<file path="src/design/spc_pkg.sv">
// ----------------------------------------------------------------------------
// spc_pkg
// shared types, constants and log2/exp2 tables for the stereo compressor
// ----------------------------------------------------------------------------
package spc_pkg;

	localparam int LOG_TB   = 8;                   // table index bits
	localparam int TAB_SIZE = (1 << LOG_TB) + 1;
	localparam int LOG_W    = 21;                  // log2 result, Q16, up to 24.0
	localparam int LOG_REM  = 23 - LOG_TB;         // interpolation bits of log2
	localparam int EXP_REM  = 16 - LOG_TB;         // interpolation bits of exp2
	localparam logic [16:0] UNITY = 17'd65536;

	typedef enum logic [1:0] {
		CFG_THRESHOLD = 2'd0,
		CFG_ATTACK    = 2'd1,
		CFG_RELEASE   = 2'd2,
		CFG_INV_RATIO = 2'd3
	} cfg_idx_t;

	typedef struct packed {
		logic signed [23:0] left_in;
		logic signed [23:0] right_in;
		logic               block_last;
	} in_item_t;

	typedef struct packed {
		logic signed [23:0] left_out;
		logic signed [23:0] right_out;
		logic [16:0]        gain_applied;
		logic               block_last_out;
	} out_item_t;

	// classified pair waiting for the back end
	typedef struct packed {
		logic signed [23:0] left;
		logic signed [23:0] right;
		logic [23:0]        peak;
		logic               last;
	} q_item_t;

	typedef struct packed {
		logic [22:0] thr;
		logic [16:0] atk;
		logic [16:0] rel;
		logic [16:0] ir;
	} cfg_t;

	typedef logic [16:0] tab_t [TAB_SIZE];

	function automatic logic [63:0] isqrt64(input logic [63:0] x);
		logic [63:0] r;
		logic [63:0] bt;
		logic [63:0] xv;
		r  = '0;
		bt = 64'h1 << 62;
		xv = x;
		for (int i = 0; i < 32; i++) begin
			if (bt > xv) bt = bt >> 2;
		end
		for (int i = 0; i < 32; i++) begin
			if (bt != 0) begin
				if (xv >= r + bt) begin
					xv = xv - (r + bt);
					r  = (r >> 1) + bt;
				end else begin
					r = r >> 1;
				end
				bt = bt >> 2;
			end
		end
		return r;
	endfunction

	// log2(1 + i/2^B) in Q16 by repeated squaring
	function automatic tab_t build_log_tab();
		tab_t        t;
		logic [63:0] z;
		logic [63:0] r;
		for (int i = 0; i < (1 << LOG_TB); i++) begin
			z = (64'h1 << 30) + (64'(i) << (30 - LOG_TB));
			r = '0;
			for (int k = 0; k < 17; k++) begin
				z = (z * z) >> 30;
				r = r << 1;
				if (z >= (64'h1 << 31)) begin
					z = z >> 1;
					r = r | 64'h1;
				end
			end
			t[i] = 17'((r + 64'h1) >> 1);
		end
		t[1 << LOG_TB] = UNITY;
		return t;
	endfunction

	// 2^-(i/2^B) in Q16 from repeated square roots of one half
	function automatic tab_t build_exp_tab();
		tab_t        t;
		logic [63:0] roots [LOG_TB + 1];
		logic [63:0] v;
		roots[0] = 64'h1 << 30;
		roots[1] = isqrt64(64'h1 << 59);
		for (int k = 2; k <= LOG_TB; k++)
			roots[k] = isqrt64(roots[k - 1] << 30);
		for (int i = 0; i < (1 << LOG_TB); i++) begin
			v = 64'h1 << 30;
			for (int j = 0; j < LOG_TB; j++) begin
				if (((i >> (LOG_TB - 1 - j)) & 1) != 0)
					v = (v * roots[j + 1]) >> 30;
			end
			t[i] = 17'((v + 64'd8192) >> 14);
		end
		t[1 << LOG_TB] = UNITY >> 1;
		return t;
	endfunction

	localparam tab_t LOG_TAB = build_log_tab();
	localparam tab_t EXP_TAB = build_exp_tab();

	function automatic logic [16:0] sat_unity(input logic [16:0] c);
		return (c > UNITY) ? UNITY : c;
	endfunction

endpackage

</file>
<file path="src/design/spc_front.sv">
// ----------------------------------------------------------------------------
// spc_front
// takes stereo pairs, forms the linked peak and queues them for the back end
// ----------------------------------------------------------------------------
module spc_front
	import spc_pkg::*;
(
	input  logic     clk,
	input  logic     arst_n,
	input  logic     in_valid,
	output logic     in_stall,
	input  in_item_t in_data,
	input  logic     q_pop,
	output logic     q_valid,
	output q_item_t  q_head
);

	q_item_t     fifo_q [2];
	logic        wr_ptr_q;
	logic        rd_ptr_q;
	logic [1:0]  count_q;
	logic        push;
	logic [23:0] abs_l;
	logic [23:0] abs_r;
	q_item_t     item;

	always_comb begin
		abs_l = in_data.left_in[23] ? 24'(-in_data.left_in) : in_data.left_in;
		abs_r = in_data.right_in[23] ? 24'(-in_data.right_in) : in_data.right_in;
		item.left  = in_data.left_in;
		item.right = in_data.right_in;
		item.peak  = (abs_l > abs_r) ? abs_l : abs_r;
		item.last  = in_data.block_last;
	end

	assign in_stall = (count_q == 2'd2);
	assign push     = in_valid && !in_stall;
	assign q_valid  = (count_q != 2'd0);
	assign q_head   = fifo_q[rd_ptr_q];

	always_ff @(posedge clk) begin
		if (push) fifo_q[wr_ptr_q] <= item;
	end

	always_ff @(posedge clk or negedge arst_n) begin
		if (!arst_n) begin
			wr_ptr_q <= 1'b0;
			rd_ptr_q <= 1'b0;
			count_q  <= 2'd0;
		end else begin
			if (push) wr_ptr_q <= !wr_ptr_q;
			if (q_pop) rd_ptr_q <= !rd_ptr_q;
			if (push && !q_pop) count_q <= count_q + 2'd1;
			else if (q_pop && !push) count_q <= count_q - 2'd1;
		end
	end

`ifndef SYNTHESIS
	a_count_max: assert property (@(posedge clk) disable iff (!arst_n)
		count_q <= 2'd2) else $error("queue overfilled");
	a_pop_valid: assert property (@(posedge clk) disable iff (!arst_n)
		q_pop |-> q_valid) else $error("pop from empty queue");
`endif

endmodule

</file>
<file path="config.mk">
export PLATFORM = sky130hd
export DESIGN_NAME = spc_front
export DESIGN_NICKNAME = d
export VERILOG_FILES = /design/src/design/spc_pkg.sv /design/src/design/spc_front.sv
export SDC_FILE = /design/constraint.sdc
export NUM_CORES = 1
export LEC_CHECK = 0
export BUFFER_PORTS_ARGS = -buffer_cell sky130_fd_sc_hd__buf_2
export CORE_MARGIN = 2
export CORE_UTILIZATION = 30
export DETAILED_ROUTE_END_ITERATION = 8
export PLACE_DENSITY = 0.45
export SYNTH_ARGS = -nofsm -noshare
export SYNTH_HDL_FRONTEND = slang
export SYNTH_SLANG_ARGS = --single-unit
</file>
<file path="constraint.sdc">
create_clock -name clk -period 9.2 [get_ports clk]
set_clock_uncertainty 0.05 [all_clocks]
set_input_delay 1.38 -clock clk [delete_from_list [all_inputs] [get_ports clk]]
set_output_delay 1.38 -clock clk [all_outputs]
set_load 0.005 [all_outputs]
</file>
Word level (Yosys, flattened, before mapping)
Memories as Yosys holds them, arrays and structs flattened.
Cells that the tools add are included.
{ "totals": {"inputBits": 53, "ff_bits": 4, "memories": 1, "word_cells": 27, "ramBits": 146} }
{ "memory_table": {"columns": ["memory", "depth", "word_bits", "read_ports", "rd_clocked_by_memory_dff", "wr", "line", "text"], "rows": [
  ["fifo_q", 2, 73, 1, 0, 1, "spc_front.sv:18", "q_item_t fifo_q [2];"]
]} }
{ "classes": {"n_mux": 7, "n_eq_ne": 1, "addsub": 4, "magnitude_cmp": 1, "n_reduce_logical": 10} }
{ "op_table": {"columns": ["operator", "count"], "rows": [
  ["24-bit 2-to-1 mux", 3],
  ["24-bit negator", 2],
  ["24-bit > comparator", 1],
  ["1-bit logical NOT", 5],
  ["2-bit 2-to-1 mux", 2],
  ["2-bit nonzero test", 2],
  ["1-bit logical AND", 3],
  ["2-bit by 1-bit adder with 2-bit output, second input constant", 1],
  ["2-bit == test, second input constant", 1],
  ["1-bit 2-to-1 mux", 2],
  ["2-bit by 1-bit subtractor with 2-bit output, second input constant", 1]
]} }

Logic depth before layout (Yosys ltp)
{ "logic_depth": {"word_depth": 7, "mapped_depth": 16, "ltp_nobuf": 15} }

Worst setup path before layout
OpenSTA, ideal clock, no wires.
{ "synth_timing": {"path_kind": "input-to-reg", "from": "input port in_valid", "to": "memory fifo_q[0][0] in the netlist's numbering, enable pin", "cell_stages": 2, "path_buffers": 0, "setup_time_ns": 0.504, "setup_slack_ns": 4.129, "t_arrival_ns": 4.516, "required_time_ns": 8.646, "cell_sequence": "nand2_1 > nor2_1"} }
{ "synth_via": {"elab_chain_cells": 3} }
{ "synth_rtl": {"columns": ["element", "line", "text"], "rows": [
  ["start: declaration", "spc_front.sv:10", "input logic in_valid,"],
  ["1-bit logical AND", "spc_front.sv:37", "assign push = in_valid && !in_stall;"],
  ["1-bit 2-to-1 mux", "spc_front.sv:42", "if (push) fifo_q[wr_ptr_q] <= item;"],
  ["1-bit 2-to-1 mux (not written as such)", "spc_front.sv:42", null],
  ["end: declaration", "spc_front.sv:18", null]
]} }
Every way passes these cells.

==> reports/results.txt <==
Avg Inst Size Synth = 14.78 sq um
Die height = 160.0 microns
CP Data Arrival Time = 5710 ps
Setup violations, final = 0
Post-CTS resize count = 0
Final std cells w/o fill = 966
Synth cell types = 45
Max-slew violations = 0
Hold Path Class = flop to flop
Port Buffers = 127
Core area = 24110 sq um
Area growth from synthesis to layout = 22.54%
Data required time of the critical path = 9320 ps
Setup TNS = 0 ps
Vias in the first global route = 4642
Fillers = 2350
Minimum clock period = 5597 ps
Worst hold margin = 445.5 ps
Synthesized flop and latch total = 150
TritonCTS clock tree = done
Reg area = 4488 sq um
CTS Buf Count = 17
Post-synth EDFFs = 146
Initial antenna violation count = 2
Syn Std Cell Area = 7300 sq um
GRT Overall Usage = 0.1368
Initial DRC Count = 194
Multi-input logic area = 2651 sq um
Most common cell after layout, fill and taps aside = edfxtp_1
Final period util = 0.6084
Final Hold Viols = 0
MaxCap Viol Count = 0
I/O Pins = 128
Pwr dens = 275.1 nW/um^2
Flop2flop setup slack = 7100 ps
P_leak = 3.449 nW
Ys async rst share = 0.02667
First-pass DRT Iterations = 4
CP Class = primary input to flop
Ratio of cells with drive above 1 in the final layout = 0.3894
Remaining Overflow, GRT = 0
Detailed placement HPWL = 11780 microns
Post-CTS setup buffer count = 0
Post-synth top flop = edfxtp_1
F_max = 178.7 MHz
Placed cells = 934
Via/cell ratio = 4.626
Width of the die = 160.0 microns
Rows = 57
Remaining DRCs = 0
CTS H-tree lvls = 4
Ys Warns = 0
Nets = 709
Clock root buffer = clkbuf_16
Tightest Pin Transition = 1086 ps
Status = finished clean
Die Area = 25600 sq um
Clock slew at reported path FFs = 60 ps
RePlAce Congestion = 0.7729
CP Max Fanout = 13
Hold_buf cts = 0
Seq/Total Area, Yosys = 0.6143
Starting Density = 0.3028
Startpoint types = primary input
Most frequent cells in the layout = edfxtp_1 (146), buf_2 (127), mux2_2 (75), xor2_1 (39), inv_1 (31)
Total inserted antenna cells = 0
Gate Count Post-Synth = 494
First-pass GRT wire length = 26500 microns
Worst vdd ir = 283.1 uV
Unrepaired setup endpoints after global routing = false
Worst Setup End Kind = flop
Final ANT Viol Nets = 0
Slew HR = 0.2760
Clk buf depth = 2
Clk_lat worst skew = 420 ps
CTS sink cnt = 150
Total Wirelength = 17030 microns
Routed vias = 4469
Fin util = 0.3711
Wirelength per Cell = 17.63 microns
Largest net degree at the start of global routing = 75
Synthesized Nets = 574
-- stage by stage --
step,power (W),setup slack (ps),area (sq um)
3_5_place_dp,0.001758,3193,8319
6_report,0.002461,3603,8945
5_1_grt,0.002610,3206,8945
2_1_floorplan,0.001451,4129,7300
4_1_cts,0.002512,3630,8945
3_3_place_gp,0.001744,3352,8319
-- logic make-up (layout without fill, tap and decap cells) --
group | count (synthesis) | count (layout) | synth area share
buffers and inverters | 45 | 193 | 0.02417
xor gates and xnor gates | 47 | 47 | 0.05639
DFF | 150 | 150 | 0.6143
AOI/OAI and AO/OA | 49 | 49 | 0.05057
and+or+nand+nor | 78 | 78 | 0.06102
adders and majority gates | 27 | 27 | 0.04628
muxes | 98 | 98 | 0.1472
-- flip-flops by register name (all words and copies together) (netlist names) --
signal / flops
rd_ptr_q: 1
count_q: 2
fifo_q: 146
wr_ptr_q: 1
-- cell type report --
class                           instances  area share
Inverter                               31     0.01301
Tap cell                              324     0.04532
Multi-Input combinational cell        299      0.2964
Clock buffer                           18     0.04798
Timing Repair Buffer                  130     0.07358
Sequential cell                       150      0.5017
Clock inverter                         14     0.02196
-- critical path: stages --
cell and delay [ps]:
buf_2 130, or3_1 440, nor3_1 340, nand3_1 240
o31a_1 310, xnor2_1 210, inv_1 70, ha_1 300
nand4_1 150, nor3_1 280, and3_1 230, o21ai_1 90
a22oi_2 780, buf_4 380, mux2_2 380
-- power breakdown --
group	total (W)	internal (W)	switching (W)	leakage, nW
combinational	0.000659	0.000333	0.000325	1.75
sequential	0.00106	0.000956	0.000103	1.40
clock	0.000743	0.000457	0.000285	0.300
-- synthesized netlist by cell type, drive strengths merged, types with 3 or more instances --
cell type / n / share of area
a21o: 3 / 0.0031
a21oi: 9 / 0.0062
and3: 3 / 0.0026
clkbuf: 12 / 0.0062
dfrtp: 4 / 0.014
edfxtp: 146 / 0.60
ha: 27 / 0.046
inv: 31 / 0.016
mux2: 75 / 0.12
mux2i: 23 / 0.032
nand2: 24 / 0.013
nand2b: 4 / 0.0034
nand3: 4 / 0.0027
nand4: 5 / 0.0043
nor2: 5 / 0.0026
nor2b: 4 / 0.0034
nor3: 7 / 0.0055
nor4: 3 / 0.0026
o21ai: 14 / 0.011
o31ai: 9 / 0.0099
o41ai: 6 / 0.011
or3: 6 / 0.0058
or4: 8 / 0.0098
xnor2: 8 / 0.0096
xor2: 39 / 0.047
-- layer usage --
layer,track usage,vias up,part of all wire
met1,0.1654,2215,0.44
met2,0.2375,96,0.51
met3,0.04026,12,0.039
li1,-,2144,-
met5,0,-,0.00076
met4,0.03890,2,0.011
-- worst paths after layout --
check                                           to  cells after the start                   start
max                         fifo_q[1][3]$_DFFE_PP_                     15             in_data[27]
max reg2reg                fifo_q[0][36]$_DFFE_PP_                      4  count_q[0]$_DFFE_PN0P_
max in group asynchronous     rd_ptr_q$_DFFE_PN0P_                      1                  arst_n
min                         count_q[1]$_DFFE_PN0P_                      1  count_q[1]$_DFFE_PN0P_
min in group asynchronous     rd_ptr_q$_DFFE_PN0P_                      1                  arst_n
min reg2reg                 count_q[1]$_DFFE_PN0P_                      1  count_q[1]$_DFFE_PN0P_
No activity file was read; power rests on OpenSTA's default activity.
